===== src/design/nlc_pkg.sv =====
package nlc_pkg;

    // Field widths
    localparam int VALUE_W    = 27;
    localparam int ADDR_W     = 4;
    localparam int DATA_W     = 8;
    localparam int DIGIT_W    = 4;
    // Decimal digits needed to hold any VALUE_W-bit number
    localparam int BCD_DIGITS = 9;
    localparam int BCD_W      = BCD_DIGITS * DIGIT_W;
    // Position of a write within one transaction's output burst
    localparam int EMIT_IDX_W = 4;

    localparam int DIGITS_DEFAULT = 8;

    // Input kind codes
    localparam logic KIND_SETUP  = 1'b0;
    localparam logic KIND_NUMBER = 1'b1;

    // Driver register addresses
    localparam logic [ADDR_W-1:0] ADDR_DECODE    = 4'h9;
    localparam logic [ADDR_W-1:0] ADDR_INTENSITY = 4'hA;
    localparam logic [ADDR_W-1:0] ADDR_SCAN      = 4'hB;
    localparam logic [ADDR_W-1:0] ADDR_SHUTDOWN  = 4'hC;
    localparam logic [ADDR_W-1:0] ADDR_TEST      = 4'hF;

    // Set-up data bytes
    localparam logic [DATA_W-1:0] DATA_DECODE_ALL = 8'hFF;
    localparam logic [DATA_W-1:0] DATA_INTENSITY  = 8'h09;
    localparam logic [DATA_W-1:0] DATA_SCAN_ALL   = 8'h07;
    localparam logic [DATA_W-1:0] DATA_NORMAL_OP  = 8'h01;
    localparam logic [DATA_W-1:0] DATA_TEST_OFF   = 8'h00;

    localparam int SETUP_WRITES = 5;

    localparam logic [DIGIT_W-1:0] DIGIT_NINE = 4'd9;

    typedef logic [BCD_DIGITS-1:0][DIGIT_W-1:0] bcd_t;

    // Status of the shift-and-adjust converter
    typedef struct packed {
        logic busy;
        bcd_t digits;
    } dab_status_t;

    // Address of the set-up write at a given position
    function automatic logic [ADDR_W-1:0] setup_addr(input logic [2:0] idx);
        logic [ADDR_W-1:0] a;
        unique case (idx)
            3'd0:    a = ADDR_DECODE;
            3'd1:    a = ADDR_INTENSITY;
            3'd2:    a = ADDR_SCAN;
            3'd3:    a = ADDR_SHUTDOWN;
            default: a = ADDR_TEST;
        endcase
        return a;
    endfunction

    // Data of the set-up write at a given position
    function automatic logic [DATA_W-1:0] setup_data(input logic [2:0] idx);
        logic [DATA_W-1:0] d;
        unique case (idx)
            3'd0:    d = DATA_DECODE_ALL;
            3'd1:    d = DATA_INTENSITY;
            3'd2:    d = DATA_SCAN_ALL;
            3'd3:    d = DATA_NORMAL_OP;
            default: d = DATA_TEST_OFF;
        endcase
        return d;
    endfunction

endpackage


===== src/design/nlc_dabble.sv =====
module nlc_dabble (
    input  logic                            aclk,
    input  logic                            aresetn,
    input  logic                            start,
    input  logic [nlc_pkg::VALUE_W-1:0]     value,
    output nlc_pkg::dab_status_t            status
);

    localparam int STEP_W = $clog2(nlc_pkg::VALUE_W + 1);

    logic [nlc_pkg::VALUE_W-1:0] bin_reg, bin_next;
    nlc_pkg::bcd_t               bcd_reg, bcd_next;
    logic [STEP_W-1:0]           step_reg, step_next;
    logic                        busy_reg, busy_next;

    nlc_pkg::bcd_t               adj;
    logic [nlc_pkg::BCD_W-1:0]   adj_flat;

    // Add three to every digit of five or more
    always_comb begin
        for (int i = 0; i < nlc_pkg::BCD_DIGITS; i++) begin
            adj[i] = (bcd_reg[i] >= 4'd5) ? bcd_reg[i] + 4'd3 : bcd_reg[i];
        end
        adj_flat = adj;
    end

    // Load on start, otherwise while busy shift one binary bit into the digits per cycle
    always_comb begin
        bin_next  = bin_reg;
        bcd_next  = bcd_reg;
        step_next = step_reg;
        busy_next = busy_reg;
        if (start) begin
            bin_next  = value;
            bcd_next  = '0;
            step_next = STEP_W'(nlc_pkg::VALUE_W);
            busy_next = 1'b1;
        end else if (busy_reg) begin
            bcd_next  = {adj_flat[nlc_pkg::BCD_W-2:0], bin_reg[nlc_pkg::VALUE_W-1]};
            bin_next  = {bin_reg[nlc_pkg::VALUE_W-2:0], 1'b0};
            step_next = step_reg - STEP_W'(1);
            busy_next = (step_reg != STEP_W'(1));
        end
    end

    always_ff @(posedge aclk) begin
        if (!aresetn) begin
            busy_reg <= 1'b0;
            step_reg <= '0;
        end else begin
            busy_reg <= busy_next;
            step_reg <= step_next;
        end
        bin_reg <= bin_next;
        bcd_reg <= bcd_next;
    end

    assign status.busy   = busy_reg;
    assign status.digits = bcd_reg;

endmodule


===== src/design/number_to_led_digit_commands_unit.sv =====
// Number to display-driver command sequencer.
// Input channel s_*: one transaction carries s_kind and s_value. Kind 0 asks
// for the five-write driver set-up (decode all, intensity 9, scan limit 7,
// normal operation, display test off). Kind 1 shows s_value: a scan-limit
// write of digit count minus one, then one write per decimal digit, least
// significant first, to digit registers 1 upward. Values of 10^DIGITS or
// more show as DIGITS nines.
// Output channel m_*: one register write per transaction, m_last marks the
// final write caused by an input transaction.
// A number is accepted, shifted through the shift-and-adjust converter
// (one binary bit per cycle), has its digits counted and registered, then
// emits its writes in order. A set-up request is accepted, then emits its
// set-up writes in order. s_ready is high only while no transaction is
// in progress; it rises once the final write is in the output register.
// A stalled receiver holds the output register and the sequence pauses.
// Reset (aresetn low, synchronous) empties the output register and returns
// the sequencer to idle.
module number_to_led_digit_commands_unit #(
    parameter int DIGITS = nlc_pkg::DIGITS_DEFAULT
) (
    input  logic                          aclk,
    input  logic                          aresetn,
    input  logic                          s_valid,
    output logic                          s_ready,
    input  logic                          s_kind,
    input  logic [nlc_pkg::VALUE_W-1:0]   s_value,
    output logic                          m_valid,
    input  logic                          m_ready,
    output logic [nlc_pkg::ADDR_W-1:0]    m_reg_address,
    output logic [nlc_pkg::DATA_W-1:0]    m_reg_data,
    output logic                          m_last
);

    localparam int CNT_W = $clog2(DIGITS + 1);
    localparam int IDX_W = nlc_pkg::EMIT_IDX_W;

    typedef enum logic [1:0] {
        ST_IDLE,
        ST_CONVERT,
        ST_EMIT
    } state_t;

    state_t                      state_reg, state_next;
    logic                        kind_reg, kind_next;
    logic [IDX_W-1:0]            idx_reg, idx_next;
    logic [CNT_W-1:0]            count_reg, count_next;
    logic                        sat_reg, sat_next;
    logic                        m_valid_reg, m_valid_next;
    logic [nlc_pkg::ADDR_W-1:0]  m_addr_reg, m_addr_next;
    logic [nlc_pkg::DATA_W-1:0]  m_data_reg, m_data_next;
    logic                        m_last_reg, m_last_next;

    logic                        dab_start;
    nlc_pkg::dab_status_t        dab_status;

    logic [CNT_W-1:0]            cnt_calc;
    logic                        ovf_calc;
    logic                        out_free;
    logic [IDX_W-1:0]            idx_m1;
    logic [nlc_pkg::DIGIT_W-1:0] digit_sel;

    assign s_ready   = (state_reg == ST_IDLE);
    assign dab_start = s_valid && s_ready && (s_kind == nlc_pkg::KIND_NUMBER);

    nlc_dabble u_dabble (
        .aclk    (aclk),
        .aresetn (aresetn),
        .start   (dab_start),
        .value   (s_value),
        .status  (dab_status)
    );

    // Count digits and detect values too wide for the display
    always_comb begin
        cnt_calc = CNT_W'(1);
        ovf_calc = 1'b0;
        for (int i = 1; i < DIGITS; i++) begin
            if (dab_status.digits[i] != '0) begin
                cnt_calc = CNT_W'(i + 1);
            end
        end
        for (int i = DIGITS; i < nlc_pkg::BCD_DIGITS; i++) begin
            if (dab_status.digits[i] != '0) begin
                ovf_calc = 1'b1;
            end
        end
        if (ovf_calc) begin
            cnt_calc = CNT_W'(DIGITS);
        end
    end

    // Pick the digit for the current digit register
    assign idx_m1    = idx_reg - IDX_W'(1);
    assign digit_sel = sat_reg ? nlc_pkg::DIGIT_NINE : dab_status.digits[idx_m1];
    assign out_free  = !m_valid_reg || m_ready;

    // Sequencer and output register
    always_comb begin
        state_next   = state_reg;
        kind_next    = kind_reg;
        idx_next     = idx_reg;
        count_next   = count_reg;
        sat_next     = sat_reg;
        m_valid_next = m_valid_reg;
        m_addr_next  = m_addr_reg;
        m_data_next  = m_data_reg;
        m_last_next  = m_last_reg;

        if (m_valid_reg && m_ready) begin
            m_valid_next = 1'b0;
        end

        unique case (state_reg)
            ST_IDLE: begin
                if (s_valid) begin
                    kind_next  = s_kind;
                    idx_next   = '0;
                    state_next = (s_kind == nlc_pkg::KIND_SETUP) ? ST_EMIT : ST_CONVERT;
                end
            end
            ST_CONVERT: begin
                if (!dab_status.busy) begin
                    count_next = cnt_calc;
                    sat_next   = ovf_calc;
                    state_next = ST_EMIT;
                end
            end
            ST_EMIT: begin
                if (out_free) begin
                    m_valid_next = 1'b1;
                    idx_next     = idx_reg + IDX_W'(1);
                    if (kind_reg == nlc_pkg::KIND_SETUP) begin
                        m_addr_next = nlc_pkg::setup_addr(idx_reg[2:0]);
                        m_data_next = nlc_pkg::setup_data(idx_reg[2:0]);
                        m_last_next = (idx_reg == IDX_W'(nlc_pkg::SETUP_WRITES - 1));
                    end else if (idx_reg == '0) begin
                        m_addr_next = nlc_pkg::ADDR_SCAN;
                        m_data_next = {{(nlc_pkg::DATA_W - CNT_W){1'b0}},
                                       count_reg - CNT_W'(1)};
                        m_last_next = 1'b0;
                    end else begin
                        m_addr_next = idx_reg;
                        m_data_next = {{(nlc_pkg::DATA_W - nlc_pkg::DIGIT_W){1'b0}},
                                       digit_sel};
                        m_last_next = (idx_reg == IDX_W'(count_reg));
                    end
                    if (m_last_next) begin
                        state_next = ST_IDLE;
                    end
                end
            end
            default: state_next = ST_IDLE;
        endcase
    end

    always_ff @(posedge aclk) begin
        if (!aresetn) begin
            state_reg   <= ST_IDLE;
            m_valid_reg <= 1'b0;
            idx_reg     <= '0;
        end else begin
            state_reg   <= state_next;
            m_valid_reg <= m_valid_next;
            idx_reg     <= idx_next;
        end
        kind_reg   <= kind_next;
        count_reg  <= count_next;
        sat_reg    <= sat_next;
        m_addr_reg <= m_addr_next;
        m_data_reg <= m_data_next;
        m_last_reg <= m_last_next;
    end

    assign m_valid       = m_valid_reg;
    assign m_reg_address = m_addr_reg;
    assign m_reg_data    = m_data_reg;
    assign m_last        = m_last_reg;

endmodule


===== config.mk =====
export PLATFORM = sky130hd
export DESIGN_NAME = number_to_led_digit_commands_unit
export DESIGN_NICKNAME = d
export VERILOG_FILES = /design/src/design/nlc_pkg.sv /design/src/design/nlc_dabble.sv /design/src/design/number_to_led_digit_commands_unit.sv
export SDC_FILE = /design/constraint.sdc
export NUM_CORES = 1
export LEC_CHECK = 0
export ABC_AREA = 0
export BUFFER_PORTS_ARGS = -buffer_cell sky130_fd_sc_hd__buf_2
export CORE_MARGIN = 3
export CORE_UTILIZATION = 60
export CTS_CLUSTER_SIZE = 16
export DETAILED_ROUTE_END_ITERATION = 10
export PLACE_DENSITY = 0.84
export SLEW_MARGIN = 25
export SYNTH_ARGS = -nofsm -noshare
export SYNTH_HDL_FRONTEND = slang
export SYNTH_HIERARCHICAL = 1
export SYNTH_SLANG_ARGS = --single-unit
export TNS_END_PERCENT = 50

===== constraint.sdc =====
create_clock -name aclk -period 3.1 [get_ports aclk]
set_clock_uncertainty 0.15 [all_clocks]
set_input_delay 0.31 -clock aclk [delete_from_list [all_inputs] [get_ports aclk]]
set_output_delay 0.31 -clock aclk [all_outputs]
set_load 0.01 [all_outputs]

==> impl_metrics.env, run 1 <==
export IMPL_layout_nets=616
export IMPL_setup_violations=0
export IMPL_antenna_found_initial=0
export IMPL_place_ws_ns=0.570
export IMPL_route_detailed_wl_per_inst_um=17.9
export IMPL_syn_area_per_cell_sq_um=10.0
export IMPL_area_delta_synth_final_pct=8.40
export IMPL_p_comb_share_pct=30.2
export IMPL_p_seq_share_pct=49.1
export IMPL_cts_root_buf="clkbuf_8"
export IMPL_hold_start="s_kind"
export IMPL_finalPower_mw=3.73
export IMPL_setup_ws_ns=0.531
export IMPL_pin_count=47
export IMPL_globalRouteTotalUtil_pct=24.4
export IMPL_sw_frac_of_total_pct=37.5
export IMPL_cts_max_level=3
export IMPL_yosys_area_top_type="edfxtp_1"
export IMPL_synthFlopType="dfxtp_1"
export IMPL_holdWs_ns=0.0245
export IMPL_ctsResizeCount=0
export IMPL_drtIter0Drc=337
export IMPL_min_delay_path_depth=1
export IMPL_dieArea_sq_um=9900
export IMPL_drive_above_1_share_pct=19.8
export IMPL_grt_pass1_wl_mm=19.6
export IMPL_placed_area_sq_um=5500
export IMPL_vias=4368
export IMPL_rsz0062_at_grt="no"
export IMPL_viasPerCell=6.55
export IMPL_synth_area_leaders="edfxtp_1, dfxtp_1, ha_1"
export IMPL_die_height_um=99.5
export IMPL_power_internal_mw=2.33
export IMPL_drc=0
export IMPL_drt_total_wl_mm=11.9
export IMPL_instances_no_fill=667
export IMPL_yosysUniqueCellTypes=59
export IMPL_postLayoutCellArea_sq_um=5690
export IMPL_largest_register_ffs=36
export IMPL_fmax_ghz=0.389
export IMPL_fp_dieW_um=99.5
export IMPL_critical_path_endpoint_type="register"
export IMPL_clock_latency_ns=0.36
export IMPL_slew_viol_final=0
export IMPL_worst_hold_path_type="input pin to register"
export IMPL_finalCritPeriodShare_pct=82.9
export IMPL_wirelength_met1_mm=4.88
export IMPL_cap_violations=0
export IMPL_coreArea_sq_um=8340
export IMPL_min_to="kind_reg$_DFFE_PP_"
export IMPL_row_count=33
export IMPL_clock_sinks=92
export IMPL_cts_tree="done"
export IMPL_netlist_area_sq_um=5250
export IMPL_first_pass_iters=5
export IMPL_cts_made_buffers=9
export IMPL_dp_cells=651
export IMPL_yosysTopAreaCellShare_pct=24.6
export IMPL_arrival_ns=2.54
export IMPL_p_leak_nw=2.04
export IMPL_met2_wirelength_mm=5.94
export IMPL_r2r_slack_ns=0.53
export IMPL_setup_tns_final_ns=0
export IMPL_ff2ff_path_depth=6
export IMPL_grt_pass1_vias=4196
export IMPL_peakVddDrop_mv=0.360
export IMPL_cp_max_fo=12
export IMPL_final_util_pct=68.2
export IMPL_hold_viol=0
export IMPL_yosysSeqAreaShare_pct=43.3
export IMPL_post_cts_buffers=0
export IMPL_grt_overflow_total=0
export IMPL_num_fill_cells=640
export IMPL_clkPwrFrac_pct=20.6
export IMPL_synth_edf_count=43
export IMPL_topRoutingLayerUsed="met4"
export IMPL_diodes=0
export IMPL_crit_path_start_kind="register"
export IMPL_dp_hpwl_mm=8.28
export IMPL_io_buffers=46
export IMPL_critPathRequiredTime_ns=3.07
export IMPL_synthArstFlopShare_pct=0
export IMPL_synth_most_common_cell="dfxtp_1"
export IMPL_status="finished clean"
export IMPL_ys_ff_latch=92
export IMPL_met3RoutedLength_um=710
export IMPL_gp_congestion=0.897
export IMPL_max_slew_margin_pct=36.5
export IMPL_r2r_end="m_reg_data[0]$_DFFE_PP_"
export IMPL_clk_pin_slew_worst_paths_ns=0.09
export IMPL_start_util_pct=62.9
export IMPL_cts_max_path_buffers=2
export IMPL_post_route_min_period_ns=2.57
export IMPL_r2r_start="idx_reg[1]$_SDFFE_PN0P_"
export IMPL_switching_power_mw=1.40
export IMPL_synth_fp_nets=581
export IMPL_grt_max_degree=42
export IMPL_worst_pin_slew_ns=0.950
export IMPL_synth_cells=522
export IMPL_ctsHoldBuffers=0
export IMPL_synthTopCellsByCount="dfxtp_1, edfxtp_1, inv_1"
export IMPL_antenna_left=0
export IMPL_crit_type="register to register"
export IMPL_yosys_warnings=6
export IMPL_cellPowerDensity_nw_per_um2=655
[cell type report]
type,instances,area [sq um],area share (%)
Multi-Input combinational cell,365,2690,47.3
Clock inverter,7,57.6,1.01
Sequential cell,92,2270,40.0
Timing Repair Buffer,51,268,4.71
Clock buffer,9,124,2.18
Tap cell,105,131,2.31
Inverter,38,143,2.51
[how the worst max path moves through the flow]
stage                       startpoint                 endpoint
2_1_floorplan  idx_reg[0]$_SDFFE_PN0P_  m_reg_data[3]$_DFFE_PP_
3_3_place_gp   idx_reg[1]$_SDFFE_PN0P_  m_reg_data[0]$_DFFE_PP_
3_5_place_dp   idx_reg[1]$_SDFFE_PN0P_  m_reg_data[3]$_DFFE_PP_
4_1_cts        idx_reg[1]$_SDFFE_PN0P_  m_reg_data[0]$_DFFE_PP_
5_1_grt        idx_reg[1]$_SDFFE_PN0P_  m_reg_data[0]$_DFFE_PP_
6_report       idx_reg[1]$_SDFFE_PN0P_  m_reg_data[0]$_DFFE_PP_
[critical path, cell delays in order, from the launching register on]
cell and delay [ns]:
dfxtp_1 0.45, inv_1 0.15, ha_1 0.64, mux4_2 0.58, mux2i_1 0.14, o21ai_0 0.10
o21a_1 0.13
[routing by layer]
layer,GRT usage (%),vias up
met2,40.8,196
met4,11.3,0
met5,0,-
met3,4.28,46
met1,30.7,2115
li1,-,2011
[placed cells by master (no fill, tap or decap), types with 7 or more instances in the layout]
master,instances
mux4_2,7
xnor2_1,12
o21ai_0,33
dfxtp_1,48
buf_2,46
a21oi_1,35
o31ai_1,7
a21o_1,9
o32ai_1,8
a31oi_1,7
edfxtp_1,43
nand3_1,11
nand2_1,18
nor2_1,32
mux2_2,27
or3_1,10
ha_1,27
o22ai_1,8
inv_1,38
nor3_1,14
or4_1,7
nand4_1,11
nand2b_1,12
clkbuf_8,9
[power by group through the flow]
stage / Combinational, mW / Clock (mW) / Sequential (mW)
global placement: 1.02 / 0 / 1.82
detailed placement: 1.09 / 0 / 1.85
CTS: 1.11 / 0.775 / 1.82
finish: 1.13 / 0.769 / 1.83
global route: 1.26 / 0.813 / 1.86
floorplan: 0.891 / 0 / 1.72
[cell families (layout without fill, tap and decap cells)]
family	count (synthesis)	count (layout)	share of synthesized area [%]
and+or+nand+nor	147	147	15.4
muxes	39	39	9.76
xor gates and xnor gates	19	19	3.53
AOI/OAI and AO/OA	133	133	16.1
DFF	92	92	43.3
buffers and inverters	65	105	5.44
adders and majority gates	27	27	6.44
Note: power is estimated with default switching activity, not from simulation.
==> run 2, diff against run 1 <==
==> constraint.sdc (replaced) <==
create_clock -name aclk -period 2.47 [get_ports aclk]
set_clock_uncertainty 0.15 [all_clocks]
set_input_delay 0.247 -clock aclk [delete_from_list [all_inputs] [get_ports aclk]]
set_output_delay 0.247 -clock aclk [all_outputs]
set_load 0.01 [all_outputs]
==> impl_metrics.env, run 2 (synthesis gave the netlist of run 1 again) <==
export IMPL_status="finished clean"
export IMPL_viasPerCell=6.31
export IMPL_dp_cells=658
export IMPL_final_util_pct=70.2
export IMPL_min_delay_path_depth=2
export IMPL_setup_violations=0
export IMPL_cellPowerDensity_nw_per_um2=813
export IMPL_path_buf_inv=1
export IMPL_cts_tree="done"
export IMPL_dp_hpwl_mm=8.18
export IMPL_setup_ws_ns=0.129
export IMPL_r2r_start="idx_reg[0]$_SDFFE_PN0P_"
export IMPL_cp_top_family="multiplexers"
export IMPL_clk_pin_slew_worst_paths_ns=0.11
export IMPL_max_slew_margin_pct=57.3
export IMPL_num_fill_cells=594
export IMPL_start_util_pct=62.9
export IMPL_clock_latency_ns=0.38
export IMPL_drtIter0Drc=407
export IMPL_layout_nets=629
export IMPL_cts_made_buffers=9
export IMPL_drc=0
export IMPL_cts_root_buf="clkbuf_8"
export IMPL_drt_total_wl_mm=11.9
export IMPL_slew_viol_final=0
export IMPL_holdWs_ns=0.0108
export IMPL_cts_max_level=3
export IMPL_route_detailed_wl_per_inst_um=17.5
export IMPL_globalRouteTotalUtil_pct=24.2
export IMPL_crit_type="register to register"
export IMPL_finalCritPeriodShare_pct=94.8
export IMPL_setup_tns_final_ns=0
export IMPL_cpMaxStageDelayCell="ha_1"
export IMPL_cp_cell_sequence="inv_1 > ha_1 > mux4_2 > mux2i_1 > o21ai_0 > o21a_1"
export IMPL_postLayoutCellArea_sq_um=5850
export IMPL_dieArea_sq_um=9900
export IMPL_io_buffers=46
export IMPL_setup_worst_path_start="idx_reg[0]$_SDFFE_PN0P_"
export IMPL_grt_overflow_total=0
export IMPL_row_count=33
export IMPL_mostFrequentLayoutCells="dfxtp_1, buf_2, edfxtp_1"
export IMPL_p_leak_nw=2.12
export IMPL_cp_slowest_stage_delay_ns=0.56
export IMPL_grt_pass1_vias=4103
export IMPL_crit_path_start_kind="register"
export IMPL_placed_area_sq_um=5600
export IMPL_fmax_ghz=0.427
export IMPL_vias=4292
export IMPL_worst_hold_path_type="input pin to register"
export IMPL_drive_above_1_share_pct=20.9
export IMPL_rsz0062_at_grt="no"
export IMPL_place_ws_ns=0.131
export IMPL_gp_congestion=0.852
export IMPL_antenna_found_initial=0
export IMPL_path_depth=6
export IMPL_cap_violations=0
export IMPL_die_height_um=99.5
export IMPL_cts_max_path_buffers=2
export IMPL_ff2ff_path_depth=6
export IMPL_instances_no_fill=680
export IMPL_pin_count=47
export IMPL_antenna_left=0
export IMPL_grt_pass1_wl_mm=19.3
export IMPL_r2r_slack_ns=0.13
export IMPL_first_pass_iters=5
export IMPL_post_route_min_period_ns=2.34
export IMPL_peakVddDrop_mv=0.411
export IMPL_critPathRequiredTime_ns=2.45
export IMPL_critical_path_endpoint_type="register"
export IMPL_worst_pin_slew_ns=0.640
export IMPL_area_delta_synth_final_pct=11.6
export IMPL_cp_max_fo=9
export IMPL_finalPower_mw=4.76
export IMPL_layout_commonest_cell="dfxtp_1"
export IMPL_largest_register_ffs=36
export IMPL_diodes=0
export IMPL_grt_max_degree=66
export IMPL_hold_viol=0
export IMPL_fp_dieW_um=99.5
export IMPL_clock_sinks=92
export IMPL_arrival_ns=2.32
export IMPL_coreArea_sq_um=8340
export IMPL_hold_start="s_value[6]"
## run 2: what timing repair did
item | CTS | global route
buffers inserted | 0 | 0
hold buffers | 5 | 1
hold endpoints to repair | 5 | 1
resized for setup | 0 | 0
## run 2: worst register-to-register path: cells and delay by family, from the launching register on
| kind | cells | cell delay, ns |
|---|---|---|
| AOI/OAI and AO/OA | 2 | 0.22 |
| muxes | 2 | 0.71 |
| adders and majority gates | 1 | 0.57 |
| DFF | 1 | 0.34 |
| buffers and inverters | 1 | 0.12 |
## run 2: per-layer routing
metal / vias up / track usage (%) / wire [um]
met5: - / 0 / 0
met4: 0 / 7.98 / 145
met3: 14 / 4.84 / 737
met2: 165 / 41.7 / 6030
met1: 2081 / 30.5 / 4990
li1: 2032 / - / -
## run 2: where the power goes
part	internal [mW]	switching (mW)	leakage, nW
sequential	1.90	0.397	0.804
combinational	0.671	0.783	1.22
clock	0.399	0.614	0.101
total	2.97	1.79	2.12
## run 2: layout make-up
cell class	count	area (sq um)	area share [%]
Clock inverter	7	73.8	1.26
Clock buffer	9	124	2.12
Timing Repair Buffer	64	405	6.93
Tap cell	105	131	2.24
Inverter	38	143	2.44
Sequential cell	92	2270	38.9
Multi-Input combinational cell	365	2700	46.2
## run 2: path summary, 6_finish.rpt
| check | endpoint |
|---|---|
| worst max-delay path | m_reg_data[0]$_DFFE_PP_ |
| worst min register to register | u_dabble/status[35]$_SDFFE_PP0P_ |
| worst min-delay path | u_dabble/bin_reg[6]$_DFFE_PP_ |
| worst max register to register | m_reg_data[0]$_DFFE_PP_ |
==> run 3, diff against run 2 <==
--- a/config.mk
+++ b/config.mk
@@ -6,12 +6,12 @@
 export NUM_CORES = 1
 export LEC_CHECK = 0
 export ABC_AREA = 0
-export BUFFER_PORTS_ARGS = -buffer_cell sky130_fd_sc_hd__buf_2
 export CORE_MARGIN = 3
 export CORE_UTILIZATION = 60
 export CTS_CLUSTER_SIZE = 16
 export DETAILED_ROUTE_END_ITERATION = 10
-export PLACE_DENSITY = 0.84
+export DONT_BUFFER_PORTS = 1
+export PLACE_DENSITY = 0.8
 export SLEW_MARGIN = 25
 export SYNTH_ARGS = -nofsm -noshare
 export SYNTH_HDL_FRONTEND = slang
==> impl_metrics.env, run 3 (synthesis gave the netlist of run 1 again) <==
export IMPL_status="finished clean"
export IMPL_setup_tns_final_ns=0
export IMPL_r2r_end="m_reg_data[0]$_DFFE_PP_"
export IMPL_cts_made_buffers=9
export IMPL_dp_hpwl_mm=7.99
export IMPL_r2r_slack_ns=0.18
export IMPL_slew_viol_final=0
export IMPL_first_pass_iters=5
export IMPL_die_height_um=99.5
export IMPL_layout_nets=611
export IMPL_worst_hold_path_type="input pin to register"
export IMPL_area_delta_synth_final_pct=13.1
export IMPL_vias=4206
export IMPL_r2r_start="idx_reg[1]$_SDFFE_PN0P_"
export IMPL_diodes=0
export IMPL_layout_commonest_cell="dfxtp_1"
export IMPL_route_detailed_wl_per_inst_um=18.3
export IMPL_largest_register_ffs=36
export IMPL_antenna_found_initial=0
export IMPL_drt_total_wl_mm=12.1
export IMPL_hold_viol=0
export IMPL_cp_max_fo=10
export IMPL_fp_dieW_um=99.5
export IMPL_grt_pass1_vias=4112
export IMPL_peakVddDrop_mv=0.536
export IMPL_min_delay_path_depth=4
export IMPL_grt_max_degree=44
export IMPL_post_route_min_period_ns=2.29
export IMPL_mostFrequentLayoutCells="dfxtp_1, edfxtp_1, inv_1"
export IMPL_hold_start="s_kind"
export IMPL_globalRouteTotalUtil_pct=25.2
export IMPL_worst_pin_slew_ns=0.553
export IMPL_pin_count=47
export IMPL_crit_path_start_kind="register"
export IMPL_p_leak_nw=2.07
export IMPL_min_to="state_reg[0]$_SDFFE_PN0P_"
export IMPL_clock_sinks=92
export IMPL_gp_congestion=0.894
export IMPL_cap_violations=0
export IMPL_drive_above_1_share_pct=14.0
export IMPL_setup_violations=0
export IMPL_coreArea_sq_um=8340
export IMPL_row_count=33
export IMPL_max_slew_margin_pct=62.9
export IMPL_cts_root_buf="clkbuf_8"
export IMPL_io_buffers=0
export IMPL_critPathRequiredTime_ns=2.44
export IMPL_cts_max_level=3
export IMPL_clk_pin_slew_worst_paths_ns=0.10
export IMPL_finalCritPeriodShare_pct=92.9
export IMPL_fmax_ghz=0.436
export IMPL_grt_pass1_wl_mm=20.0
export IMPL_arrival_ns=2.27
export IMPL_holdWs_ns=0.0136
export IMPL_crit_type="register to register"
export IMPL_clock_latency_ns=0.37
export IMPL_rsz0062_at_grt="no"
export IMPL_cellPowerDensity_nw_per_um2=825
export IMPL_start_util_pct=62.9
export IMPL_cts_max_path_buffers=2
export IMPL_grt_overflow_total=0
export IMPL_viasPerCell=6.35
export IMPL_dieArea_sq_um=9900
export IMPL_drc=0
export IMPL_ff2ff_path_depth=6
export IMPL_drtIter0Drc=373
export IMPL_critical_path_endpoint_type="register"
export IMPL_cts_tree="done"
export IMPL_antenna_left=0
-- run 3: changes by cell type in the layout (fill, tap and decap cells not counted), sizes merged --
cell / before / now
buf: 58 / 16
bufinv: 0 / 2
clkbuf: 9 / 10
clkinv: 3 / 0
clkinvlp: 0 / 1
dlygate4sd3: 6 / 30
inv: 42 / 41
-- run 3: repair_timing --
item                                   in CTS  in global routing
setup endpoints to repair                   0                  2
endpoints found under the hold margin      42                  0
hold buffers                               30                  0
gates resized for setup                     0                  1
setup buffers                               0                  0
-- run 3: worst max-delay path by stage --
stage,depth (start not counted),end,slack (ns),start
after global routing,6,m_reg_data[0]$_DFFE_PP_,0.04,idx_reg[1]$_SDFFE_PN0P_
final,6,m_reg_data[0]$_DFFE_PP_,0.18,idx_reg[1]$_SDFFE_PN0P_
after detailed placement,6,m_reg_data[0]$_DFFE_PP_,0.10,idx_reg[1]$_SDFFE_PN0P_
after CTS,6,m_reg_data[0]$_DFFE_PP_,0.05,idx_reg[1]$_SDFFE_PN0P_
after global placement,6,m_reg_data[0]$_DFFE_PP_,0.18,idx_reg[1]$_SDFFE_PN0P_
after floorplan,8,m_reg_data[0]$_DFFE_PP_,0.004,idx_reg[0]$_SDFFE_PN0P_
-- run 3: routing by layer --
layer  track usage (%)  vias up  wire length [um]
met5                 0        -                 0
met4              10.5        0               302
met3              3.72       33               510
met2              43.3      158              6190
met1              31.7     2022              5120
li1                  -     1993                 -
-- run 3: per-stage QoR --
step	total power [mW]	utilization (%)	instances	setup slack (ns)	area, sq um
6_report	4.89	71.1	662	0.176	5930
5_1_grt	5.16	71.1	662	0.0418	5930
4_1_cts	4.85	71.1	662	0.0522	5930
3_5_place_dp	3.67	64.8	616	0.103	5410
3_3_place_gp	3.56	64.8	616	0.183	5410
2_1_floorplan	3.29	-	522	0.00388	5270
-- run 3: critical path, stage by stage (launching register included) --
cell,delay (ns)
dfxtp_1,0.35
inv_1,0.12
ha_2,0.51
mux4_2,0.54
mux2i_1,0.16
o21ai_0,0.11
o21a_1,0.12
-- run 3: area by class of cell --
class | instances | area [sq um]
Fill cell | 578 | 2410
Multi-Input combinational cell | 365 | 2700
Tap cell | 105 | 131
Timing Repair Buffer | 46 | 458
Inverter | 38 | 143
Clock buffer | 10 | 128
Sequential cell | 92 | 2270
Clock inverter | 6 | 93.8
-- run 3: report_power, final --
| part | internal [mW] | switching (mW) |
|---|---|---|
| Sequential | 1.90 | 0.403 |
| Combinational | 0.682 | 0.765 |
| Clock | 0.582 | 0.565 |
| Total | 3.16 | 1.73 |
